$ cat src/hdl/erbe_pkg.sv
// Shared widths, constants, payload types and the entropy row table
// for the error rate / binary entropy estimator. No dependencies.
`default_nettype none

package erbe_pkg;

   localparam int unsigned COUNT_BITS_DEF = 32;
   localparam int unsigned PORT_CNT_W     = 32;
   localparam int unsigned RATE_W         = 18;
   localparam int unsigned THR_W          = 14;
   localparam int unsigned ROW_W          = 17;
   localparam int unsigned DELTA_W        = 14;
   localparam int unsigned BASE_W         = 11;
   localparam int unsigned IDX_W          = 4;
   localparam int unsigned PROD_W         = 24;
   localparam int unsigned PRE_SHIFT      = 5;
   localparam int unsigned X_W            = PROD_W - PRE_SHIFT;
   localparam int unsigned RECIP_W        = 20;
   localparam int unsigned RECIP_SHIFT    = 25;
   localparam int unsigned MX_W           = X_W + RECIP_W;
   localparam int unsigned ROWS           = 12;
   localparam int unsigned ROW_STEP       = 1440;

   localparam logic [RATE_W-1:0]  DENOM     = 18'd144000;
   localparam logic [THR_W-1:0]   THR_RESET = 14'd15840;
   localparam logic [ROW_W-1:0]   ENT_LAST  = 17'd71988;
   // ceil(2^25 / 45): exact floor division by 45 for operands below 2^19
   localparam logic [RECIP_W-1:0] RECIP     = 20'd745655;

   typedef struct packed {
      logic no_samples;
      logic saturate;
      logic in_limit;
   } flag_type;

   typedef struct packed {
      logic [RATE_W-1:0] rate;
      flag_type          flags;
   } rate_item_type;

   typedef struct packed {
      logic [RATE_W-1:0] rate_numerator;
      logic [RATE_W-1:0] entropy_numerator;
      logic              channel_ok;
      logic              no_samples;
   } rsp_item_type;

   function automatic int unsigned cnt_width(int unsigned bits);
      return (bits < PORT_CNT_W) ? bits : PORT_CNT_W;
   endfunction

   function automatic logic [ROW_W-1:0] ent_row(logic [IDX_W-1:0] idx);
      logic [ROW_W-1:0] v;
      unique case (idx)
         4'd0:    v = 17'd0;
         4'd1:    v = 17'd11634;
         4'd2:    v = 17'd20367;
         4'd3:    v = 17'd27992;
         4'd4:    v = 17'd34890;
         4'd5:    v = 17'd41241;
         4'd6:    v = 17'd47152;
         4'd7:    v = 17'd52693;
         4'd8:    v = 17'd57914;
         4'd9:    v = 17'd62852;
         4'd10:   v = 17'd67535;
         4'd11:   v = 17'd71988;
         default: v = 17'd0;
      endcase
      return v;
   endfunction

endpackage

`default_nettype wire

$ cat src/hdl/erbe_front.sv
// Front end: count masking, scaling by 144000, threshold product and the
// accept compare, two stages. Depends on erbe_pkg.
`default_nettype none

module erbe_front #(
   parameter  int unsigned COUNT_BITS = 32,
   localparam int unsigned CNT_W      = erbe_pkg::cnt_width(COUNT_BITS)
) (
   input  wire logic                            clock,
   input  wire logic                            reset,
   input  wire logic                            in_valid,
   output      logic                            in_ready,
   input  wire logic [erbe_pkg::PORT_CNT_W-1:0] error_count,
   input  wire logic [erbe_pkg::PORT_CNT_W-1:0] sample_count,
   input  wire logic [erbe_pkg::THR_W-1:0]      threshold,
   output      logic                            out_valid,
   input  wire logic                            out_ready,
   output      logic [CNT_W-1:0]                out_rem,
   output      logic [erbe_pkg::RATE_W-1:0]     out_low,
   output      logic [CNT_W-1:0]                out_dvs,
   output      erbe_pkg::flag_type              out_flags
);
   import erbe_pkg::*;

   localparam int unsigned SC_W = CNT_W + RATE_W;
   localparam int unsigned TP_W = CNT_W + THR_W;

   logic [CNT_W-1:0] errs;
   logic [CNT_W-1:0] samp;
   logic             en_a;
   logic             en_b;

   logic             va_ff;
   logic [SC_W-1:0]  scaled_ff, scaled_in;
   logic [TP_W-1:0]  tprod_ff, tprod_in;
   logic [CNT_W-1:0] samp_ff;
   logic             nos_ff;
   logic             sat_ff;

   logic             vb_ff;
   logic [CNT_W-1:0] rem_ff;
   logic [RATE_W-1:0] low_ff;
   logic [CNT_W-1:0] dvs_ff;
   flag_type         flg_ff, flg_in;

   assign errs = error_count[CNT_W-1:0];
   assign samp = sample_count[CNT_W-1:0];

   assign en_b     = !vb_ff || out_ready;
   assign en_a     = !va_ff || en_b;
   assign in_ready = en_a;

   assign scaled_in = SC_W'(errs) * SC_W'(DENOM);
   assign tprod_in  = TP_W'(samp) * TP_W'(threshold);

   always_comb begin
      flg_in.no_samples = nos_ff;
      flg_in.saturate   = sat_ff;
      flg_in.in_limit   = scaled_ff <= SC_W'(tprod_ff);
   end

   always_ff @(posedge clock) begin
      if (reset) begin
         va_ff <= 1'b0;
         vb_ff <= 1'b0;
      end else begin
         if (en_a) va_ff <= in_valid;
         if (en_b) vb_ff <= va_ff;
      end
   end

   always_ff @(posedge clock) begin
      if (en_a) begin
         scaled_ff <= scaled_in;
         tprod_ff  <= tprod_in;
         samp_ff   <= samp;
         nos_ff    <= (samp == '0);
         sat_ff    <= (errs >= samp);
      end
      if (en_b) begin
         rem_ff <= scaled_ff[SC_W-1:RATE_W];
         low_ff <= scaled_ff[RATE_W-1:0];
         dvs_ff <= samp_ff;
         flg_ff <= flg_in;
      end
   end

   assign out_valid = vb_ff;
   assign out_rem   = rem_ff;
   assign out_low   = low_ff;
   assign out_dvs   = dvs_ff;
   assign out_flags = flg_ff;

endmodule

`default_nettype wire

$ cat config.mk
export PLATFORM = sky130hd
export DESIGN_NAME = erbe_front
export DESIGN_NICKNAME = d
export VERILOG_FILES = /design/src/hdl/erbe_pkg.sv /design/src/hdl/erbe_front.sv
export SDC_FILE = /design/constraint.sdc
export NUM_CORES = 2
export LEC_CHECK = 0
export BUFFER_PORTS_ARGS = -buffer_cell sky130_fd_sc_hd__buf_4
export CORE_MARGIN = 5
export CORE_UTILIZATION = 39
export CTS_CLUSTER_DIAMETER = 200
export DETAILED_ROUTE_END_ITERATION = 6
export GPL_ROUTABILITY_DRIVEN = 1
export GPL_TIMING_DRIVEN = 1
export MAX_ROUTING_LAYER = met4
export PLACE_DENSITY = 0.53
export SLEW_MARGIN = 20
export SYNTH_ARGS = -nofsm -noshare
export SYNTH_HDL_FRONTEND = slang
export SYNTH_SLANG_ARGS = --single-unit
export TNS_END_PERCENT = 50
$ cat constraint.sdc
create_clock -name clock -period 17.8 [get_ports clock]
set_clock_uncertainty 0.2 [all_clocks]
set_input_delay 3.56 -clock clock [delete_from_list [all_inputs] [get_ports clock]]
set_output_delay 3.56 -clock clock [all_outputs]
set_load 0.01 [all_outputs]
After elaboration in Yosys (flattened, before gate mapping)
Index checks and enable logic that the tools add are counted.
- multipliers: 2
- magnitude comparators: 2
- reductions and logical operators: 5
- operators by type and width (kind ; count):
    $le A50 B46 Y1 ; 1
    $mul A32 B14 Y46 ; 1
    $mul A32 B11 Y43 const B ; 1
    $ge A32 B32 Y1 ; 1
    $logic_not A32 Y1 ; 1
    $logic_not A1 Y1 ; 2
    $logic_or A1 B1 Y1 ; 2
- word-level logic and storage cells: 22
- bits of input ports: 82
- output and inout bits: 87
- register bits: 203

Logic depth before layout (Yosys ltp)
- depth in word-level cells: 3
- mapped depth: 24
- mapped depth without buffers: 23

Worst setup path before layout
No wires, ideal clock.
- path kind: input-to-output
- start point: input out_ready
- end point: output in_ready
- arrival time: 6275 ps
- cell stages on the path: 2
- setup slack: 7765 ps
- buffers on the path: 0
- required time: 14040 ps
- path through: nor2b_1 > nand2_1
- longest elaborated chain between the ends: 2
- RTL lines (what ; line ; text):
    start, declared ; erbe_front.sv:17 ; input wire logic out_ready,
    $logic_or A1 B1 Y1 ; erbe_front.sv:49 ; assign en_b = !vb_ff || out_ready;
    $logic_or A1 B1 Y1 ; erbe_front.sv:50 ; assign en_a = !va_ff || en_b;
    end, declared ; erbe_front.sv:12 ; output logic in_ready,
No other way between the ends.

Worst setup path after layout
- start point: input threshold[7] in the netlist's numbering
- end point: register tprod_ff[44], data pin
- longest elaborated chain between the ends: 1
- RTL lines (what ; line ; text):
    start, declared ; erbe_front.sv:15 ; input wire logic [erbe_pkg::THR_W-1:0] threshold,
    $mul A32 B14 Y46 ; erbe_front.sv:54 ; assign tprod_in = TP_W'(samp) * TP_W'(threshold);
    via tprod_in[44] ; erbe_front.sv:35 ; logic [TP_W-1:0] tprod_ff, tprod_in;
    end signal, assigned ; erbe_front.sv:75 ; tprod_ff <= tprod_in;
    end, declared ; erbe_front.sv:35 ;
The timed path passes the listed nets, and every way through them passes these cells.
A chain may end at the register's enable or synchronous reset.

==> impl_metrics.tcl <==
set metrics [dict create \
    start_util 0.3931 \
    worst_slack_ns 7.998 \
    routed_via_density 5.091 \
    drcViolationCount 0 \
    critPathArrivalTime_ns 9.92 \
    drt_iter0_drc 1001 \
    max_freq_ghz 0.1020 \
    cpMaxStageDelayCell "fa_1" \
    outcome "completed" \
    overflow 0 \
    hp-class "flip-flop to flip-flop" \
    syn_area_um2 28100 \
    rsz0062_at_grt "no" \
    grt.busiest_layer "met2" \
    grt_max_degree 60 \
    synth_top_family_by_area "adder cells" \
    grt_usage 0.1988 \
    met3_usage 0.02022 \
    fp.dieW_um 278.4 \
    dp.final_hpwl_mm 58.51 \
    cts_resized 0 \
    wl_per_cell_um 19.61 \
    vias 19510 \
    syn_inst 2760 \
    fin_setup_tns_ns 0 \
    cts_hold_buffers 0 \
    clockBufferDepth 3 \
    synth_fa_ha_area_frac 0.4719 \
    synth-xor-area-share 0.02338 \
    core-area_um2 71490 \
    cp_cell_sequence "buf_4, nand2_1, fa_1, fa_1, inv_1, fa_1, fa_1, fa_1, inv_1, fa_1, inv_1, ha_1, a21oi_1, o221ai_1, a221oi_1, and3_1, o21ai_1, a41oi_2, o21bai_1, a211oi_1, xnor2_1" \
    synth_seq_cells 203 \
    num-fill-cells 6885 \
    synth_top_cell_area_share 0.3121 \
    synth.avg_cell_area_um2 10.18 \
    post_dp_cell_area_um2 30160 \
    design_area_um2 31010 \
    finalSetupViolCount 0 \
    fp-row-count 98 \
    io_pins 169 \
    yosys_warnings 0 \
    min_period_over_period 0.5507 \
    gp_congestion 0.8768 \
    dieArea_um2 77510 \
    startpoint_type "input port" \
    dr.pass1.iters 5 \
    clock-sinks 203 \
    antenna_found_initial 0 \
    finalWirelength_mm 75.17 \
    ant_nets 0 \
    period_needed_ns 9.802 \
    cts_root_buffer "clkbuf_16" \
    grt_pass1_vias 20870 \
    yosys-top-cells-area "fa_1 31%, edfxtp_1 21%, ha_1 16%" \
    postCtsSetupBuffers 0 \
    criticalPathCategory "input port to flip-flop" \
    synth-async-reset-ratio 0 \
    yosys.area_share.simple 0.1190 \
    worst_setup_path_end_kind "flip-flop" \
    synth_seq_area_share 0.2162 \
    whs_ns 0.2169 \
    critPathMaxFanout 32 \
    clk_latency_ns 0.58 \
    cts-buffers-inserted 27 \
    synth_flop_cell "edfxtp_1" \
    drv_cap 0 \
    antenna_cells 0 \
    cpMostUsedCell "fa_1" \
    synth_compound_area_frac 0.07530 \
    synth_cell_types 70 \
    tightestPinTransition_ns 0.8577 \
    grt_pass1_wl_mm 118.2 \
    place_ws_ns 7.463 \
    slowest_delay_ns 0.55 \
    cts.clk_slew.worst_paths_ns 0.06 \
    io_buffers 161 \
    synth_top_cell_by_area "fa_1" \
    synth-edff-count 201 \
    gr-usage-met2 0.3438 \
    cts.htree.levels 1 \
    grt_use_met1 0.2524 \
    max_slew_margin 0.4282 \
    cts_tree "done" \
    finalHoldViolations 0 \
    finalNetCount 3741 \
    finalMaxSlewViolations 0 \
    final_layout_size_suffix_gt1_frac 0.07735 \
    synth.area.mux_share 0.0003562 \
    die_h_um 278.4 \
    critPathRequiredTime_ns 17.92 \
    synthToLayoutAreaGrowth_pct 10.35 \
]
-- per-layer routing --
metal	part of all wire	wire, µm
met5	0	0
met4	0.027	2018
met3	0.042	3127
met2	0.51	38440
met1	0.42	31580
-- metrics by stage --
step | utilization | std cells
floorplan | - | 2766
global placement | 0.4219 | 3783
detailed placement | 0.4219 | 3783
CTS | 0.4338 | 3833
global route | 0.4338 | 3833
finish | 0.4338 | 3833
-- cells in the mapped netlist (4+ instances only) --
| library cell | n |
|---|---|
| o21bai_1 | 10 |
| a21o_1 | 79 |
| o31ai_1 | 7 |
| edfxtp_1 | 201 |
| nor3_1 | 16 |
| nor4_1 | 13 |
| o21a_1 | 13 |
| o21ai_0 | 43 |
| a211o_1 | 5 |
| xnor2_1 | 49 |
| a211oi_1 | 8 |
| ha_1 | 359 |
| clkbuf_1 | 88 |
| nand4_1 | 28 |
| nand2_1 | 292 |
| buf_4 | 7 |
| o21ai_1 | 7 |
| nand3_1 | 19 |
| and2_1 | 207 |
| a21oi_1 | 89 |
| a31oi_1 | 10 |
| nand2b_1 | 9 |
| xor2_1 | 26 |
| and3_1 | 12 |
| inv_1 | 595 |
| o21ai_2 | 4 |
| fa_1 | 438 |
| nor2b_1 | 8 |
| nor2_1 | 55 |
-- final cells by class --
class	instances	area [µm²]	share of cell area
multi-input combinational	1870	19420	0.6263
sequential	203	6076	0.1959
inverter	595	2235	0.07207
timing repair buffer	165	1239	0.03995
tap	950	1189	0.03833
clock buffer	37	713.2	0.02300
clock inverter	13	135.1	0.004358
-- cells in the final DEF, fill, tap and decap left out, types with 4 or more instances in the layout --
| master | synthesis | routed |
|---|---|---|
| clkbuf_1 | 88 | 10 |
| clkinv_2 | 0 | 5 |
| nor3_1 | 16 | 16 |
| nor4_1 | 13 | 13 |
| inv_1 | 595 | 594 |
| and2_1 | 207 | 207 |
| a211o_1 | 5 | 5 |
| o21ai_2 | 4 | 4 |
| nand2b_1 | 9 | 9 |
| a21oi_1 | 89 | 89 |
| o21ai_1 | 7 | 7 |
| clkbuf_16 | 0 | 27 |
| o21a_1 | 13 | 13 |
| nor2b_1 | 8 | 8 |
| buf_4 | 7 | 165 |
| nand3_1 | 19 | 19 |
| o31ai_1 | 7 | 7 |
| o21bai_1 | 10 | 10 |
| a21o_1 | 79 | 79 |
| nand2_1 | 292 | 291 |
| conb_1 | 1 | 7 |
| nand4_1 | 28 | 28 |
| and3_1 | 12 | 12 |
| edfxtp_1 | 201 | 201 |
| xor2_1 | 26 | 26 |
| a211oi_1 | 8 | 8 |
| nor2_1 | 55 | 55 |
| xnor2_1 | 49 | 49 |
| ha_1 | 359 | 359 |
| a31oi_1 | 10 | 10 |
| o21ai_0 | 43 | 43 |
| fa_1 | 438 | 438 |
-- sequential cells by signal, summed over array words and instances (netlist names) --
| name | cells |
|---|---|
| nos_ff | 1 |
| va_ff | 1 |
| out_rem | 32 |
| samp_ff | 32 |
| sat_ff | 1 |
| tprod_ff | 46 |
| out_valid | 1 |
| out_low | 11 |
| scaled_ff | 43 |
| out_flags | 3 |
| out_dvs | 32 |
-- kinds of logic after synthesis --
logic type	after synthesis
buf+inv	693
compound gates	315
simple gates	675
other cells	1
xor+xnor	75
flops	203
fa+ha+maj	797
mux	1
-- worst paths after layout --
kind	slack (ns)	end	depth (start not counted)	from
hold reg to reg	0.22	out_dvs[0]$_DFFE_PP_	0	samp_ff[0]$_DFFE_PP_
setup / recovery	8.00	tprod_ff[44]$_DFFE_PP_	21	threshold[7]
hold / removal	0.22	out_dvs[0]$_DFFE_PP_	0	samp_ff[0]$_DFFE_PP_
setup reg to reg	14.59	out_flags[0]$_DFFE_PP_	10	scaled_ff[8]$_DFFE_PP_
-- worst max-delay path, delay by kind of cell --
family,cells,cell delay (ns)
AOI/OAI and AO/OA,7,1.79
xor gates and xnor gates,1,0.10
adders and majority gates,7,3.56
buffers and inverters,4,0.56
and+or+nand+nor,2,0.34
Power is left out: the tool's default activity adds up to more than one toggle a clock period on the data nets, which glitch-free logic cannot reach.
