`config.mk`:
```
export PLATFORM = sky130hd
export DESIGN_NAME = erbe_div
export DESIGN_NICKNAME = d
export VERILOG_FILES = /design/src/hdl/erbe_pkg.sv /design/src/hdl/erbe_div.sv
export SDC_FILE = /design/constraint.sdc
export NUM_CORES = 2
export LEC_CHECK = 0
export BUFFER_PORTS_ARGS = -buffer_cell sky130_fd_sc_hd__buf_2
export CAP_MARGIN = 20
export CELL_PAD_IN_SITES_DETAIL_PLACEMENT = 0
export CELL_PAD_IN_SITES_GLOBAL_PLACEMENT = 1
export CORE_MARGIN = 3
export CORE_UTILIZATION = 45
export CTS_CLUSTER_DIAMETER = 150
export DETAILED_ROUTE_END_ITERATION = 10
export PLACE_DENSITY_LB_ADDON = 0.1
export SYNTH_ARGS = -nofsm -noshare
export SYNTH_HDL_FRONTEND = slang
export SYNTH_SLANG_ARGS = --single-unit
export TNS_END_PERCENT = 100
```
`constraint.sdc`:
```
create_clock -name clock -period 8.9 [get_ports clock]
set_input_delay 0.89 -clock clock [delete_from_list [all_inputs] [get_ports clock]]
set_output_delay 0.89 -clock clock [all_outputs]
set_load 0.005 [all_outputs]
```
`src/hdl/erbe_pkg.sv`:
```
// Shared widths, constants, payload types and the entropy row table
// for the error rate / binary entropy estimator. No dependencies.
`default_nettype none

package erbe_pkg;

   localparam int unsigned COUNT_BITS_DEF = 32;
   localparam int unsigned PORT_CNT_W     = 32;
   localparam int unsigned RATE_W         = 18;
   localparam int unsigned THR_W          = 14;
   localparam int unsigned ROW_W          = 17;
   localparam int unsigned DELTA_W        = 14;
   localparam int unsigned BASE_W         = 11;
   localparam int unsigned IDX_W          = 4;
   localparam int unsigned PROD_W         = 24;
   localparam int unsigned PRE_SHIFT      = 5;
   localparam int unsigned X_W            = PROD_W - PRE_SHIFT;
   localparam int unsigned RECIP_W        = 20;
   localparam int unsigned RECIP_SHIFT    = 25;
   localparam int unsigned MX_W           = X_W + RECIP_W;
   localparam int unsigned ROWS           = 12;
   localparam int unsigned ROW_STEP       = 1440;

   localparam logic [RATE_W-1:0]  DENOM     = 18'd144000;
   localparam logic [THR_W-1:0]   THR_RESET = 14'd15840;
   localparam logic [ROW_W-1:0]   ENT_LAST  = 17'd71988;
   // ceil(2^25 / 45): exact floor division by 45 for operands below 2^19
   localparam logic [RECIP_W-1:0] RECIP     = 20'd745655;

   typedef struct packed {
      logic no_samples;
      logic saturate;
      logic in_limit;
   } flag_type;

   typedef struct packed {
      logic [RATE_W-1:0] rate;
      flag_type          flags;
   } rate_item_type;

   typedef struct packed {
      logic [RATE_W-1:0] rate_numerator;
      logic [RATE_W-1:0] entropy_numerator;
      logic              channel_ok;
      logic              no_samples;
   } rsp_item_type;

   function automatic int unsigned cnt_width(int unsigned bits);
      return (bits < PORT_CNT_W) ? bits : PORT_CNT_W;
   endfunction

   function automatic logic [ROW_W-1:0] ent_row(logic [IDX_W-1:0] idx);
      logic [ROW_W-1:0] v;
      unique case (idx)
         4'd0:    v = 17'd0;
         4'd1:    v = 17'd11634;
         4'd2:    v = 17'd20367;
         4'd3:    v = 17'd27992;
         4'd4:    v = 17'd34890;
         4'd5:    v = 17'd41241;
         4'd6:    v = 17'd47152;
         4'd7:    v = 17'd52693;
         4'd8:    v = 17'd57914;
         4'd9:    v = 17'd62852;
         4'd10:   v = 17'd67535;
         4'd11:   v = 17'd71988;
         default: v = 17'd0;
      endcase
      return v;
   endfunction

endpackage

`default_nettype wire

```
`src/hdl/erbe_div.sv`:
```
// Restoring divider, one quotient bit per pipeline stage, 18 stages.
// Quotient bits shift in as dividend bits shift out. Depends on erbe_pkg.
`default_nettype none

module erbe_div #(
   parameter  int unsigned COUNT_BITS = 32,
   localparam int unsigned CNT_W      = erbe_pkg::cnt_width(COUNT_BITS)
) (
   input  wire logic                        clock,
   input  wire logic                        reset,
   input  wire logic                        in_valid,
   output      logic                        in_ready,
   input  wire logic [CNT_W-1:0]            in_rem,
   input  wire logic [erbe_pkg::RATE_W-1:0] in_low,
   input  wire logic [CNT_W-1:0]            in_dvs,
   input  wire erbe_pkg::flag_type          in_flags,
   output      logic                        out_valid,
   input  wire logic                        out_ready,
   output      erbe_pkg::rate_item_type     out_item
);
   import erbe_pkg::*;

   localparam int unsigned NS = RATE_W;

   logic [NS-1:0]     v_ff;
   logic [NS-1:0]     en;
   logic [RATE_W-1:0] z_ff   [NS];
   flag_type          flg_ff [NS];
   logic [CNT_W-1:0]  rem_ff [NS-1];
   logic [CNT_W-1:0]  dvs_ff [NS-1];

   always_comb begin
      en[NS-1] = !v_ff[NS-1] || out_ready;
      for (int i = NS - 2; i >= 0; i--) begin
         en[i] = !v_ff[i] || en[i+1];
      end
   end

   assign in_ready = en[0];

   always_ff @(posedge clock) begin
      if (reset) begin
         v_ff <= '0;
      end else begin
         if (en[0]) v_ff[0] <= in_valid;
         for (int i = 1; i < NS; i++) begin
            if (en[i]) v_ff[i] <= v_ff[i-1];
         end
      end
   end

   for (genvar i = 0; i < NS; i++) begin : g_stage
      logic [CNT_W-1:0]  src_rem;
      logic [CNT_W-1:0]  src_dvs;
      logic [RATE_W-1:0] src_z;
      flag_type          src_flg;
      logic [CNT_W:0]    trial;
      logic              take;

      if (i == 0) begin : g_head
         assign src_rem = in_rem;
         assign src_dvs = in_dvs;
         assign src_z   = in_low;
         assign src_flg = in_flags;
      end else begin : g_body
         assign src_rem = rem_ff[i-1];
         assign src_dvs = dvs_ff[i-1];
         assign src_z   = z_ff[i-1];
         assign src_flg = flg_ff[i-1];
      end

      assign trial = {src_rem, src_z[RATE_W-1]};
      assign take  = trial >= {1'b0, src_dvs};

      always_ff @(posedge clock) begin
         if (en[i]) begin
            z_ff[i]   <= {src_z[RATE_W-2:0], take};
            flg_ff[i] <= src_flg;
         end
      end

      if (i < NS - 1) begin : g_carry
         always_ff @(posedge clock) begin
            if (en[i]) begin
               rem_ff[i] <= take ? CNT_W'(trial - {1'b0, src_dvs}) : trial[CNT_W-1:0];
               dvs_ff[i] <= src_dvs;
            end
         end
      end
   end

   assign out_valid      = v_ff[NS-1];
   assign out_item.rate  = z_ff[NS-1];
   assign out_item.flags = flg_ff[NS-1];

endmodule

`default_nettype wire

```
# [Word level (Yosys, flattened, before mapping)]
# Memory sizes are Yosys's and may differ from the RTL's.
# Index checks and enable logic that the tools add are counted.
# Widths: inputs -> output; s select.
[word_totals] reg_bits=18 ram_bits=1466 mem_count=4
[classes] addsub=17 order_cmp=18 mux=53 n_reduce_logical=36
[mem_list] name="dvs_ff" depth=17 word_bits=32 read_ports=17 rd_clocked_by_memory_dff=0 wr=17 line_no="erbe_div.sv:30" rtl="logic [CNT_W-1:0] dvs_ff [NS-1];"
[mem_list] name="rem_ff" depth=17 word_bits=32 read_ports=17 rd_clocked_by_memory_dff=0 wr=17 line_no="erbe_div.sv:29" rtl="logic [CNT_W-1:0] rem_ff [NS-1];"
[mem_list] name="z_ff" depth=18 word_bits=18 read_ports=18 rd_clocked_by_memory_dff=0 wr=18 line_no="erbe_div.sv:27" rtl="logic [RATE_W-1:0] z_ff [NS];"
[mem_list] name="flg_ff" depth=18 word_bits=3 read_ports=18 rd_clocked_by_memory_dff=0 wr=18 line_no="erbe_div.sv:28" rtl="flag_type flg_ff [NS];"
[ops] operator="$ge 33x32->1" n=18
[ops] operator="$mux 32" n=17
[ops] operator="$sub 32x32->32" n=17
[ops] operator="$mux 1" n=36
[ops] operator="$logic_not 1->1" n=18
[ops] operator="$logic_or 1x1->1" n=18

# [Longest topological paths before layout]
[depth] word_depth=21 mapped_depth=15 depth_no_buf=13

# [Least setup slack after synthesis]
# Ideal clock, no wire load.
[synth_timing] kind="in2reg" from="input out_ready" to="memory dvs_ff[0][0] (netlist bit) (enable)" setup_time_ns=1.064 arrival_time_ns=8.626 path_slack_ns=-0.790 path_stages=9 path_buffers=0 cell_sequence="nor2b_1 -> inv_1 -> nor2_1 -> and2_1 -> inv_1 -> nor3_1 -> nand3_1 -> nor2_1 -> nand3_1"
[synth_lines] element="start, declared" line_no="erbe_div.sv:18" rtl="input wire logic out_ready,"
[synth_lines] element="end, declared" line_no="erbe_div.sv:30"

# [Final worst setup path]
[layout_timing] from="register v_ff[17]" to="output in_ready"
[layout_via] elab_chain_cells=19
[layout_rtl] element="start, declared" line_no="erbe_div.sv:25" rtl="logic [NS-1:0] v_ff;"
[layout_rtl] element="start signal, assigned by index" line_no="erbe_div.sv:47" rtl="if (en[i]) v_ff[i] <= v_ff[i-1];"
[layout_rtl] element="$logic_not 1->1" line_no="erbe_div.sv:33" rtl="en[NS-1] = !v_ff[NS-1] || out_ready;"
[layout_rtl] element="$logic_or 1x1->1" line_no="erbe_div.sv:33"
[layout_rtl] element="via en[17]" line_no="erbe_div.sv:26" rtl="logic [NS-1:0] en;"
[layout_rtl] element="$logic_or 1x1->1 (5 in series)" line_no="erbe_div.sv:35" rtl="en[i] = !v_ff[i] || en[i+1];"
[layout_rtl] element="via en[12]" line_no="erbe_div.sv:26"
[layout_rtl] element="$logic_or 1x1->1 (9 in series)" line_no="erbe_div.sv:35"
[layout_rtl] element="via en[3]" line_no="erbe_div.sv:26"
[layout_rtl] element="$logic_or 1x1->1 (3 in series)" line_no="erbe_div.sv:35"
[layout_rtl] element="end, declared" line_no="erbe_div.sv:12" rtl="output logic in_ready,"
# The timed path passes the listed nets, and every way through them passes these cells.

==> out/results.ini <==
[sta]
max_slew.worst_pin.slew_ns=1.17
period_needed_ns=5.70
drv_slew=0
hold_viol=0
setup-violations-final=0
fmax_mhz=175
clock_skew_ns=0.0213
max_slew_margin_pct=20.7
fin_tns_setup_ns=0
min_period_over_period_pct=64.1
rsz0062_at_grt=no

[route]
vias=52100
drc=0
post_drt_wl_per_cell_um=20.9
drt_pre_antenna_iters=5
wl_mm=201
ant_nets=0
routed_via_density=5.43
first_iter_violations=3685

[critical_path]
reg2reg_to=z_ff[0][11]
cp.required_ns=8.01
endpoint=in_ready
startpoint_type=flip-flop
crit_arrival_ns=4.81
regToRegStartpoint=v_ff[17]
path_class=reg2out
reg2reg_depth=13
setup.worst_path.start=v_ff[17]
cp-end-kind=output pin
reg2reg_setup_slack_ns=4.13
path_max_fanout=26

[power]
power_frac_comb_pct=43.7
power_frac_seq_pct=35.5
pwr-share-clk_pct=20.8
power.density_nw_per_um2=373
cellLeakagePower_nw=37.8
p_int_mw=20.8
switching_share_pct=37.5
peakVddDrop_uv=193
p_switching_mw=12.5

[clock_network]
clk_pin_slew_worst_paths_ns=0.06
cts_tree=built
cts_hold_buf=0
cts_buffer_depth=3
cts_resized=0
root_buffer=clkbuf_16
cts_buffers=167
htreeDepth=4
post_cts_buffers=0
clock_latency_ns=0.81
clock-sinks=1484

[floorplanning]
die_h_um=428
initial_utilization_pct=45.4
die_area_um2=183000
num_io_pins=112
placeableCoreArea_um2=176000
rows=154
dieWidth_um=428

[cells_and_area]
drive_gt1_share_pct=9.19
num_antenna_cells=0
fin_util_pct=50.5
fin_cells=9600
fin_nets=7804
synthToLayoutAreaGrowth_pct=11.2

[synthesis]
synth_cell_types=94
synthCells=6925
ys.warnings.count=0
ys.flop_type=edfxtp_1
syn_nets=7607
synth_seq_cells=1484
synth.avg_cell_area_um2=11.6
synthArstFlopShare_pct=0
yosysSeqAreaShare_pct=55.4
synth_edf_count=1466
syn-cell-area_um2=80100

[job]
cap_violations=0

[grt]
antenna_found_initial=3
grt_pass1_vias=50800
grt_use_total_pct=21.7
grt_pass1_wl_mm=307
grt_max_degree=86
grt_remaining_overflow=0

[hold_path]
worstHoldPathType=in2reg

[status]
run_status=finished, final reports clean

[placed_design]
portBuffers=111
placedCellCount=9291
place_congestion=0.868
place_hpwl_mm=154

-- worst max-delay path, stage by stage (launching register included) --
cell,delay [ns]
dfxtp_1,0.32
nor2b_1,0.39
inv_1,0.10
buf_4,0.30
nor2_1,0.30
and2_1,0.32
clkinv_2,0.09
nor3_1,0.27
buf_4,0.21
buf_4,0.17
nand3_4,0.31
nor2_1,0.58
nand3_4,0.35
buf_2,0.25
-- layout make-up --
type / instances / area [µm²]
fillers: 15800 / 87400
well taps: 2340 / 2930
multi-input cells: 4538 / 32400
inverters: 775 / 2920
clock inverters: 119 / 1190
flip-flops and latches: 1484 / 44400
repair buffers: 156 / 935
clock buffers: 188 / 4320
-- placed cells by master, fill, tap and decap left out, types with 22 or more instances in the layout --
cell          n
a211oi_1     42
a21boi_0     23
a21o_1      283
a21oi_1     525
a31oi_1      55
and2_1       37
and3_1       56
buf_2       111
buf_4        41
clkbuf_16   168
clkinv_1     36
clkinv_2     40
edfxtp_1   1466
ha_1        576
inv_1       767
mux2_2      152
mux2_4       25
mux2i_1      24
nand2_1     482
nand2b_1     79
nand3_1      87
nand4_1      76
nor2_1      396
nor2b_1      65
nor3_1       79
nor4_1       29
o211ai_1     32
o21a_1       73
o21ai_0     438
o21bai_1     65
o31ai_1      52
or2_2        22
or3_1        30
xnor2_1     241
xor2_1      177
-- power by group through the flow --
stage | sequential (mW) | clock, mW | combinational, mW
CTS | 11.9 | 7.12 | 14.6
finish | 11.8 | 6.91 | 14.5
global placement | 12.0 | 0 | 14.4
global route | 12.0 | 7.41 | 16.3
detailed placement | 12.0 | 0 | 14.4
floorplan | 11.2 | 0 | 11.2
-- worst min path at each step --
stage | depth (start not counted) | startpoint | to | slack [ns]
2_1_floorplan | 0 | flg_ff[9][0] | flg_ff[10][0] | 0.40
6_report | 1 | in_flags[1] | flg_ff[0][1] | 0.26
4_1_cts | 1 | in_flags[1] | flg_ff[0][1] | 0.18
3_3_place_gp | 0 | z_ff[12][11] | z_ff[13][12] | 0.40
5_1_grt | 1 | in_low[12] | z_ff[0][13] | 0.21
3_5_place_dp | 0 | z_ff[9][12] | z_ff[10][13] | 0.40
-- sequential cells by signal (all words and copies together) (netlist names) --
name	cells
rem_ff	544
v_ff	18
dvs_ff	544
flg_ff	54
z_ff	324
-- per-layer routing --
metal	wire, µm	track usage (%)	up-vias
met5	0	0	-
met4	4970	5.79	0
met3	6630	2.68	247
met2	98000	36.8	860
met1	91200	29.4	25100
li1	-	-	25900
-- kinds of logic after synthesis --
family,Yosys count,synth area share (%)
xor gates and xnor gates,418,4.57
adders and majority gates,593,9.43
and+or+nand+nor,1505,8.87
AOI/OAI and AO/OA,1817,14.4
DFF,1484,55.4
muxes,205,2.96
buffers and inverters,903,4.35
-- synthesized netlist by cell type, types with 18 or more instances --
cell	number	share of area, %
nor4_1	29	0.23
mux2_2	152	2.1
nor2_1	397	1.9
inv_1	773	3.6
xnor2_1	241	2.6
mux2_4	25	0.47
nor3_1	79	0.49
edfxtp_1	1466	55
and3_1	56	0.44
a21oi_1	527	3.3
a21o_1	283	2.7
nor2b_1	65	0.51
nand4_1	76	0.59
o21a_1	74	0.69
dfxtp_1	18	0.45
a211oi_1	42	0.39
buf_2	31	0.19
o31a_1	20	0.22
a21boi_0	23	0.22
nand2_1	490	2.3
mux2i_1	24	0.30
clkbuf_1	87	0.41
o31ai_1	52	0.49
or3_1	30	0.23
or2_2	21	0.16
and2_1	37	0.29
nand3_1	90	0.56
a211o_1	19	0.21
o21bai_1	65	0.61
nand2b_1	79	0.62
a31oi_1	56	0.44
ha_1	576	9.0
xor2_1	177	1.9
o211ai_1	32	0.30
o21ai_0	438	2.7
-- through the flow --
| step | hold WS [ns] | power [mW] | cell area [µm²] | worst slack, ns |
|---|---|---|---|---|
| after floorplan | 0.400 | 22.4 | 80100 | 0.988 |
| after global placement | 0.401 | 26.4 | 83500 | 2.69 |
| after detailed placement | 0.405 | 26.4 | 83500 | 3.25 |
| after CTS | 0.182 | 33.6 | 89000 | 3.00 |
| after global routing | 0.206 | 35.7 | 89100 | 2.82 |
| final | 0.259 | 33.2 | 89100 | 3.20 |
Note: power is estimated with default switching activity, not from simulation.
