==> src/hdl/erbe_pkg.sv <==
// Shared widths, constants, payload types and the entropy row table
// for the error rate / binary entropy estimator. No dependencies.
`default_nettype none

package erbe_pkg;

   localparam int unsigned COUNT_BITS_DEF = 32;
   localparam int unsigned PORT_CNT_W     = 32;
   localparam int unsigned RATE_W         = 18;
   localparam int unsigned THR_W          = 14;
   localparam int unsigned ROW_W          = 17;
   localparam int unsigned DELTA_W        = 14;
   localparam int unsigned BASE_W         = 11;
   localparam int unsigned IDX_W          = 4;
   localparam int unsigned PROD_W         = 24;
   localparam int unsigned PRE_SHIFT      = 5;
   localparam int unsigned X_W            = PROD_W - PRE_SHIFT;
   localparam int unsigned RECIP_W        = 20;
   localparam int unsigned RECIP_SHIFT    = 25;
   localparam int unsigned MX_W           = X_W + RECIP_W;
   localparam int unsigned ROWS           = 12;
   localparam int unsigned ROW_STEP       = 1440;

   localparam logic [RATE_W-1:0]  DENOM     = 18'd144000;
   localparam logic [THR_W-1:0]   THR_RESET = 14'd15840;
   localparam logic [ROW_W-1:0]   ENT_LAST  = 17'd71988;
   // ceil(2^25 / 45): exact floor division by 45 for operands below 2^19
   localparam logic [RECIP_W-1:0] RECIP     = 20'd745655;

   typedef struct packed {
      logic no_samples;
      logic saturate;
      logic in_limit;
   } flag_type;

   typedef struct packed {
      logic [RATE_W-1:0] rate;
      flag_type          flags;
   } rate_item_type;

   typedef struct packed {
      logic [RATE_W-1:0] rate_numerator;
      logic [RATE_W-1:0] entropy_numerator;
      logic              channel_ok;
      logic              no_samples;
   } rsp_item_type;

   function automatic int unsigned cnt_width(int unsigned bits);
      return (bits < PORT_CNT_W) ? bits : PORT_CNT_W;
   endfunction

   function automatic logic [ROW_W-1:0] ent_row(logic [IDX_W-1:0] idx);
      logic [ROW_W-1:0] v;
      unique case (idx)
         4'd0:    v = 17'd0;
         4'd1:    v = 17'd11634;
         4'd2:    v = 17'd20367;
         4'd3:    v = 17'd27992;
         4'd4:    v = 17'd34890;
         4'd5:    v = 17'd41241;
         4'd6:    v = 17'd47152;
         4'd7:    v = 17'd52693;
         4'd8:    v = 17'd57914;
         4'd9:    v = 17'd62852;
         4'd10:   v = 17'd67535;
         4'd11:   v = 17'd71988;
         default: v = 17'd0;
      endcase
      return v;
   endfunction

endpackage

`default_nettype wire

==> src/hdl/erbe_entropy.sv <==
// Entropy interpolation, four stages: row select, slope product,
// reciprocal scaling by 1/1440, final select. Depends on erbe_pkg.
`default_nettype none

module erbe_entropy (
   input  wire logic                   clock,
   input  wire logic                   reset,
   input  wire logic                   in_valid,
   output      logic                   in_ready,
   input  wire erbe_pkg::rate_item_type in_item,
   input  wire logic [erbe_pkg::THR_W-1:0] threshold,
   output      logic                   out_valid,
   input  wire logic                   out_ready,
   output      erbe_pkg::rsp_item_type out_item
);
   import erbe_pkg::*;

   typedef enum logic [1:0] {
      SEL_ZERO,
      SEL_FULL,
      SEL_LAST,
      SEL_INTERP
   } sel_type;

   typedef struct packed {
      sel_type           sel;
      logic [RATE_W-1:0] rate;
      logic              ok;
      logic              nos;
      logic [ROW_W-1:0]  rowv;
   } common_type;

   logic en1, en2, en3, en4;
   logic v1_ff, v2_ff, v3_ff, v4_ff;

   logic [RATE_W-1:0]  rate_f;
   logic [IDX_W-1:0]   idx;
   logic [THR_W-1:0]   start;
   common_type         c1_in;
   logic [DELTA_W-1:0] delta_in;
   logic [BASE_W-1:0]  base_in;

   common_type         c1_ff, c2_ff, c3_ff;
   logic [DELTA_W-1:0] delta_ff;
   logic [BASE_W-1:0]  base_ff;
   logic [PROD_W-1:0]  prod_ff;
   logic [MX_W-1:0]    mx_ff;
   logic [DELTA_W-1:0] frac;
   rsp_item_type       out_ff, out_in;

   assign en4      = !v4_ff || out_ready;
   assign en3      = !v3_ff || en4;
   assign en2      = !v2_ff || en3;
   assign en1      = !v1_ff || en2;
   assign in_ready = en1;

   always_comb begin
      if (in_item.flags.no_samples) begin
         rate_f = '0;
      end else if (in_item.flags.saturate) begin
         rate_f = DENOM;
      end else begin
         rate_f = in_item.rate;
      end

      idx = '0;
      for (int k = 1; k < ROWS; k++) begin
         if (rate_f >= RATE_W'(k * ROW_STEP)) idx = idx + 1'b1;
      end

      start    = THR_W'(idx * ROW_STEP);
      base_in  = BASE_W'(rate_f[THR_W-1:0] - start);
      delta_in = DELTA_W'(ent_row(idx + 1'b1) - ent_row(idx));

      c1_in.rate = rate_f;
      c1_in.ok   = !in_item.flags.no_samples && in_item.flags.in_limit;
      c1_in.nos  = in_item.flags.no_samples;
      c1_in.rowv = ent_row(idx);
      priority if (rate_f == '0) begin
         c1_in.sel = SEL_ZERO;
      end else if (rate_f >= RATE_W'(threshold)) begin
         c1_in.sel = SEL_FULL;
      end else if (idx >= IDX_W'(ROWS - 1)) begin
         c1_in.sel = SEL_LAST;
      end else begin
         c1_in.sel = SEL_INTERP;
      end
   end

   assign frac = mx_ff[RECIP_SHIFT+DELTA_W-1:RECIP_SHIFT];

   always_comb begin
      out_in.rate_numerator = c3_ff.rate;
      out_in.channel_ok     = c3_ff.ok;
      out_in.no_samples     = c3_ff.nos;
      unique case (c3_ff.sel)
         SEL_ZERO:   out_in.entropy_numerator = '0;
         SEL_FULL:   out_in.entropy_numerator = DENOM;
         SEL_LAST:   out_in.entropy_numerator = RATE_W'(ENT_LAST);
         SEL_INTERP: out_in.entropy_numerator = RATE_W'(c3_ff.rowv) + RATE_W'(frac);
         default:    out_in.entropy_numerator = '0;
      endcase
   end

   always_ff @(posedge clock) begin
      if (reset) begin
         v1_ff <= 1'b0;
         v2_ff <= 1'b0;
         v3_ff <= 1'b0;
         v4_ff <= 1'b0;
      end else begin
         if (en1) v1_ff <= in_valid;
         if (en2) v2_ff <= v1_ff;
         if (en3) v3_ff <= v2_ff;
         if (en4) v4_ff <= v3_ff;
      end
   end

   always_ff @(posedge clock) begin
      if (en1) begin
         c1_ff    <= c1_in;
         delta_ff <= delta_in;
         base_ff  <= base_in;
      end
      if (en2) begin
         c2_ff   <= c1_ff;
         prod_ff <= PROD_W'(delta_ff) * PROD_W'(base_ff);
      end
      if (en3) begin
         c3_ff <= c2_ff;
         // floor(p / 1440) = floor((p >> 5) / 45)
         mx_ff <= MX_W'(prod_ff[PROD_W-1:PRE_SHIFT]) * MX_W'(RECIP);
      end
      if (en4) begin
         out_ff <= out_in;
      end
   end

   assign out_valid = v4_ff;
   assign out_item  = out_ff;

endmodule

`default_nettype wire

==> config.mk <==
export PLATFORM = sky130hd
export DESIGN_NAME = erbe_entropy
export DESIGN_NICKNAME = d
export VERILOG_FILES = /design/src/hdl/erbe_pkg.sv /design/src/hdl/erbe_entropy.sv
export SDC_FILE = /design/constraint.sdc
export NUM_CORES = 1
export LEC_CHECK = 0
export BUFFER_PORTS_ARGS = -buffer_cell sky130_fd_sc_hd__buf_2
export CAP_MARGIN = 5
export CORE_MARGIN = 8
export CORE_UTILIZATION = 27
export DETAILED_ROUTE_END_ITERATION = 10
export PLACE_DENSITY = 0.52
export SLEW_MARGIN = 40
export SYNTH_ARGS = -nofsm -noshare
export SYNTH_HDL_FRONTEND = slang
export SYNTH_SLANG_ARGS = --single-unit
==> constraint.sdc <==
create_clock -name clock -period 14.85 [get_ports clock]
set_input_delay 0 -clock clock [delete_from_list [all_inputs] [get_ports clock]]
set_output_delay 0 -clock clock [all_outputs]
set_load 0.01 [all_outputs]
**Word level (Yosys, flattened, before mapping)**

Memory sizes are Yosys's and may differ from the RTL's. A register that Yosys moved wholly into a read port is not among the register bits.
Index checks and enable logic that the tools add are counted.

- Input port bits: 39
- Register bits: 230
- Memories: 3
- Bits in read-only memories: 816

Memories:

| name | depth | width | rd ports | clocked after memory_dff | write ports | line | text |
|---|---|---|---|---|---|---|---|
| (no name shown) | 16 | 17 | 1 | 0 | 0 | erbe_pkg.sv:54 | `unique case (idx)` |
| (no name shown) | 16 | 17 | 1 | 0 | 0 | erbe_pkg.sv:54 |  |
| (no name shown) | 16 | 17 | 1 | 1 | 0 | erbe_pkg.sv:54 |  |

- Reduce and logical (&&, ||, !) cells: 13
- Multipliers: 3
- Add/sub/neg operators: 14
- Mux-type cells: 16
- Eq/ne operators: 3
- Order comparisons: 13

Operators by type and width:

| cell | count |
|---|---|
| 18-bit by 14-bit >= comparator with 1-bit output (second input constant) | 6 |
| 18-bit one-hot mux with 4 select lines | 1 |
| 18-bit by 13-bit >= comparator with 1-bit output (second input constant) | 3 |
| 4-bit by 1-bit adder with 4-bit output (second input constant) | 11 |
| 4-bit 2-to-1 mux | 10 |
| 19-bit by 20-bit multiplier with 39-bit output (second input constant) | 1 |
| 18-bit 2-to-1 mux | 2 |
| 14-bit by 11-bit multiplier with 24-bit output | 1 |
| 17-bit by 14-bit adder with 18-bit output | 1 |
| 18-bit by 11-bit >= comparator with 1-bit output (second input constant) | 1 |
| 18-bit by 12-bit >= comparator with 1-bit output (second input constant) | 1 |
| 18-bit by 14-bit >= comparator with 1-bit output | 1 |
| 18-bit zero test | 1 |
| 14-bit subtractor | 1 |
| 11-bit subtractor | 1 |
| 4-bit by 6-bit multiplier with 6-bit output (second input constant) | 1 |
| 1-bit zero test | 5 |
| 2-bit equality test (second input constant) | 2 |
| 4-bit >= comparator (second input constant) | 1 |
| 1-bit logical OR | 4 |
| 1-bit 2-to-1 mux | 3 |
| 2-bit by 1-bit equality test with 1-bit output (second input constant) | 1 |
| 2-bit zero test | 1 |
| 2-bit OR reduction | 1 |
| 1-bit logical AND | 1 |

**Depth between registers and ports, before layout**

- Depth after elaboration: 27
- Mapped depth: 57

**Least setup slack after synthesis**

OpenSTA, ideal clock, no wires.

- Kind: input to register
- From: in in_item[2] (netlist name)
- To: reg delta_ff[12], data pin
- Stages on the path: 56
- Arrival time: 9,007 ps
- Path buffers: 5
- Required time: 14,592 ps
- Slack: 5,586 ps
- Cell sequence: buf_2 > buf_1 > clkbuf_1 > nor2_1 > o211a_1 > o21ai_0 > o21ai_0 > inv_1 > ha_1 > buf_1 > xor2_1 > ha_1 > xor2_1 > a22o_1 > a21o_1 > ha_1 > and4_1 > a31o_2 > [20 not listed] > buf_4 > nor2_1 > o21ai_0 > nand2_1 > ha_1 > nor2b_1 > o21ai_0 > a21boi_0 > o21ai_0 > nand2b_1 > and2_1 > o21ai_0 > nand2b_1 > a21o_1 > a21o_1 > a21o_1 > a21oi_1 > xnor2_1

RTL lines:

| item | line | text |
|---|---|---|
| start: declaration | erbe_entropy.sv:10 | `input wire erbe_pkg::rate_item_type in_item,` |
| end signal: assignment | erbe_entropy.sv:122 | `delta_ff <= delta_in;` |
| end: declaration | erbe_entropy.sv:44 | `logic [DELTA_W-1:0] delta_ff;` |

**Worst setup path after layout**

- From: in in_item[17] (netlist name)
- To: reg delta_ff[12], data pin

- Longest elaborated chain between the ends: 27

RTL lines:

| item | line | text |
|---|---|---|
| 18-bit 2-to-1 mux (*) | erbe_entropy.sv:60 | `end else if (in_item.flags.saturate) begin` |
| 18-bit 2-to-1 mux (*) | erbe_entropy.sv:58 | `if (in_item.flags.no_samples) begin` |
| 18-bit by 11-bit >= comparator with 1-bit output | erbe_entropy.sv:68 | `if (rate_f >= RATE_W'(k * ROW_STEP)) idx = idx + 1'b1;` |
| 1-bit 2-to-1 mux | erbe_entropy.sv:68 |  |
| 4-bit by 1-bit adder with 4-bit output | erbe_entropy.sv:68 |  |
| 4-bit 2-to-1 mux | erbe_entropy.sv:68 |  |
| 4-bit by 1-bit adder with 4-bit output | erbe_entropy.sv:68 |  |
| 4-bit 2-to-1 mux | erbe_entropy.sv:68 |  |
| [13 not listed] | n/a |  |
| 4-bit 2-to-1 mux | erbe_entropy.sv:68 |  |
| 4-bit by 1-bit adder with 4-bit output | erbe_entropy.sv:68 |  |
| 4-bit 2-to-1 mux (*) | erbe_entropy.sv:68 |  |
| named net idx[1] | erbe_entropy.sv:37 | `logic [IDX_W-1:0] idx;` |
| 4-bit by 1-bit adder with 4-bit output | erbe_entropy.sv:73 | `delta_in = DELTA_W'(ent_row(idx + 1'b1) - ent_row(idx));` |
| memory read 16 x 17 bit | n/a |  |
| 14-bit subtractor (*) | erbe_entropy.sv:73 |  |
| named net delta_in[12] | erbe_entropy.sv:40 | `logic [DELTA_W-1:0] delta_in;` |

The timed path passes the listed nets; every way through them passes the cells marked *.
A chain may end at the register's enable or synchronous reset.

==> results.json <==
{
  "insertion_delay_ns": 0.54,
  "drtAntennaViolNets": 0,
  "clock_skew_ns": 0.0167,
  "pin_count": 79,
  "antenna_found_initial": 2,
  "synth_edf_count": 208,
  "grt_pass1_wl_um": 76900,
  "wire_per_inst_um": 15.4,
  "status": "finished, final reports clean",
  "tightest_slew_ns": 0.766,
  "grt_start_max_net_pins": 61,
  "setup_violations": 0,
  "grt_pass1_vias": 14600,
  "htree_levels": 1,
  "via_per_inst": 4.44,
  "gp_congestion": 0.858,
  "cp_max_fo": 15,
  "seq_area_frac_synth_pct": 30.5,
  "final_hold_viol_count": 0,
  "met2_usage_pct": 19.8,
  "crit_arrival_ns": 11.08,
  "fin_crit_sh_pct": 72.8,
  "drive_gt1_share_pct": 8.02,
  "min_path_cells": 4,
  "dr.pass1.iters": 5,
  "required_ns": 15.12,
  "holdCritPathClass": "primary input to flip-flop",
  "cpMaxStageDelayCell": "dlygate4sd3_1",
  "die_x_um": 293,
  "max-clock-path-buffers": 3,
  "synth-main-ff-cell": "edfxtp_1",
  "synth_seq_cells": 212,
  "die_area_um2": 86100,
  "r2r_start": "prod_ff[15]$_DFFE_PP_",
  "setup_slack_ns": 4.04,
  "post-route-min-period_ns": 10.81,
  "start_util_pct": 27.3,
  "cp_num_buf_inv": 5,
  "async_flop_share_pct": 0,
  "grt_util_met1_pct": 14.0,
  "crit_top_cell": "ha_1",
  "cts_buffers": 24,
  "slew_violations": 0,
  "cts_setup_buffers": 0,
  "r2r_cells": 18,
  "synth.area.top_cells": "edfxtp_1 30%, fa_1 22%, ha_1 17%",
  "num_rows": 101,
  "max-cap-violations": 0,
  "cp_top_family": "simple AND/OR/NAND/NOR gates",
  "r2r-end": "mx_ff[30]$_DFFE_PP_",
  "post_cts_resized": 0,
  "fill_cells": 7848,
  "synth.distinct_cells": 79,
  "synth_top_area_share_pct": 30.1,
  "die_height_um": 293,
  "vias": 13500,
  "clk_pin_slew_ns": 0.06,
  "yosys.area.top_type": "edfxtp_1",
  "fmax_mhz": 92.5,
  "setup.worst_path.start": "in_item[17]",
  "syn_avg_cell_area_um2": 10.9,
  "synthesis.area_um2": 20800,
  "final.setup.tns_ns": 0,
  "layoutNonFillerInstCount": 3037,
  "crit_type": "primary input to flip-flop",
  "drcViolationCount": 0,
  "io_buffer_count": 78,
  "reg2reg_setup_slack_ns": 8.07,
  "grt-ovfl-total": 0,
  "syn_inst": 1898,
  "place_hpwl_um": 38000,
  "synth_nets": 2455,
  "slowest_delay_ns": 0.53,
  "wl_um": 46800,
  "drt_iter0_drc": 833,
  "top_usage_layer": "met2",
  "grt.met3_usage_pct": 1.13,
  "min_to": "c1_ff[38]$_SDFFCE_PP0P_",
  "crit_path_end_kind": "flip-flop",
  "core_um2": 76100,
  "grt_setup_unrepaired": "no",
  "ys_warn_count": 0,
  "clockRootBuffer": "clkbuf_16",
  "diodes": 0,
  "critPathLaunchType": "primary input",
  "hp-start": "threshold[13]",
  "finalNetCount": 2547,
  "cts.sinks": 212,
  "slew_headroom_pct": 48.9,
  "cts_hold_buf": 26,
  "pre_cts_ws_ns": 3.97,
  "dp.cells": 2967,
  "cts_tree": "built",
  "area_delta_synth_final_pct": 12.8,
  "track_usage_pct": 11.0
}
## synth_stat cells, types with 9 or more instances
cell        n
clkbuf_1   34
nand2b_1   10
a21boi_0   16
nand2_1   155
a21oi_1    64
nand3_1    17
a21o_1     34
nor2b_1    15
xor2_1     26
o21ai_0    41
inv_1     361
o21bai_1   11
nor3_1     13
and3_1      9
edfxtp_1  208
xnor2_1    58
o21a_1     10
fa_1      232
and2_1     80
ha_1      286
nor2_1     84
## cell type report
type                            instances  area (µm²)  area share (%)
Multi-Input combinational cell       1278       12900            55.1
Sequential cell                       212        6330            27.0
Inverter                              365        1370            5.85
Tap cell                             1030        1290            5.50
Timing Repair Buffer                  109         704            3.01
Clock buffer                           27         612            2.61
Clock inverter                         16         221           0.945
## cells by family after synthesis
family	after synthesis	share of synthesized area (%)
adders and majority gates	518	39.6
and+or+nand+nor	419	9.78
buffers and inverters	408	7.45
AOI/OAI and AO/OA	239	7.73
DFF	212	30.5
xor gates and xnor gates	94	4.61
muxes	8	0.392
## placed cells by master, fill, tap and decap left out, types with 5 or more instances in the layout
cell	n
o21a_1	10
a21o_1	34
xnor2_1	58
o21bai_1	11
clkbuf_16	24
a21boi_0	16
a31o_2	6
and2_1	80
or2_2	8
inv_2	5
nor2b_1	15
nand2_1	153
fa_1	232
xor2_1	26
ha_1	286
inv_1	360
a31oi_1	8
edfxtp_1	208
mux2i_1	7
nor2_1	83
nand2b_1	10
dlygate4sd3_1	26
and3_1	9
buf_2	78
o21ai_0	41
nor3_1	13
a21oi_1	64
nand3_1	17
## worst reg2reg max path, delay by kind of cell (launching register included)
kind	cells	cell delay (ns)
adder cells (fa/ha/maj)	7	3.19
XOR/XNOR	1	0.11
buffers and inverters	3	0.22
AND/OR/NAND/NOR	1	0.51
flip-flops	1	0.61
AO/OA/AOI/OAI	6	1.89
## registers in the layout (all words and copies together), names as in the netlist, 6 cells and up
name	cells
mx_ff	14
delta_ff	14
out_item	38
c2_ff	39
c1_ff	39
base_ff	6
c3_ff	39
prod_ff	19
## worst max-delay path by stage
stage / end / slack, ns / cells after the start
after global placement: delta_ff[12]$_DFFE_PP_ / 4.47 / 52
final: delta_ff[12]$_DFFE_PP_ / 4.04 / 53
after global routing: delta_ff[12]$_DFFE_PP_ / 3.02 / 52
after floorplan: delta_ff[12]$_DFFE_PP_ / 5.59 / 56
after detailed placement: delta_ff[12]$_DFFE_PP_ / 3.97 / 54
after CTS: delta_ff[12]$_DFFE_PP_ / 3.96 / 55
## stage by stage
stage	hold slack [ns]	area [µm²]	util [%]
after global placement	0.209	22300	29.3
after detailed placement	0.223	22300	29.3
final	0.0536	23400	30.8
after floorplan	0.0724	20800	-
after global routing	0.0658	23400	30.8
after CTS	0.0124	23400	30.8
## layer usage
layer	vias to the layer above	share of wire, %
met5	-	0.028
met1	6752	45
li1	6422	-
met3	64	3.3
met4	2	1.9
met2	234	50
Power is not shown: default switching activity piles up to over one toggle a cycle in this logic, so the estimate is an artifact.
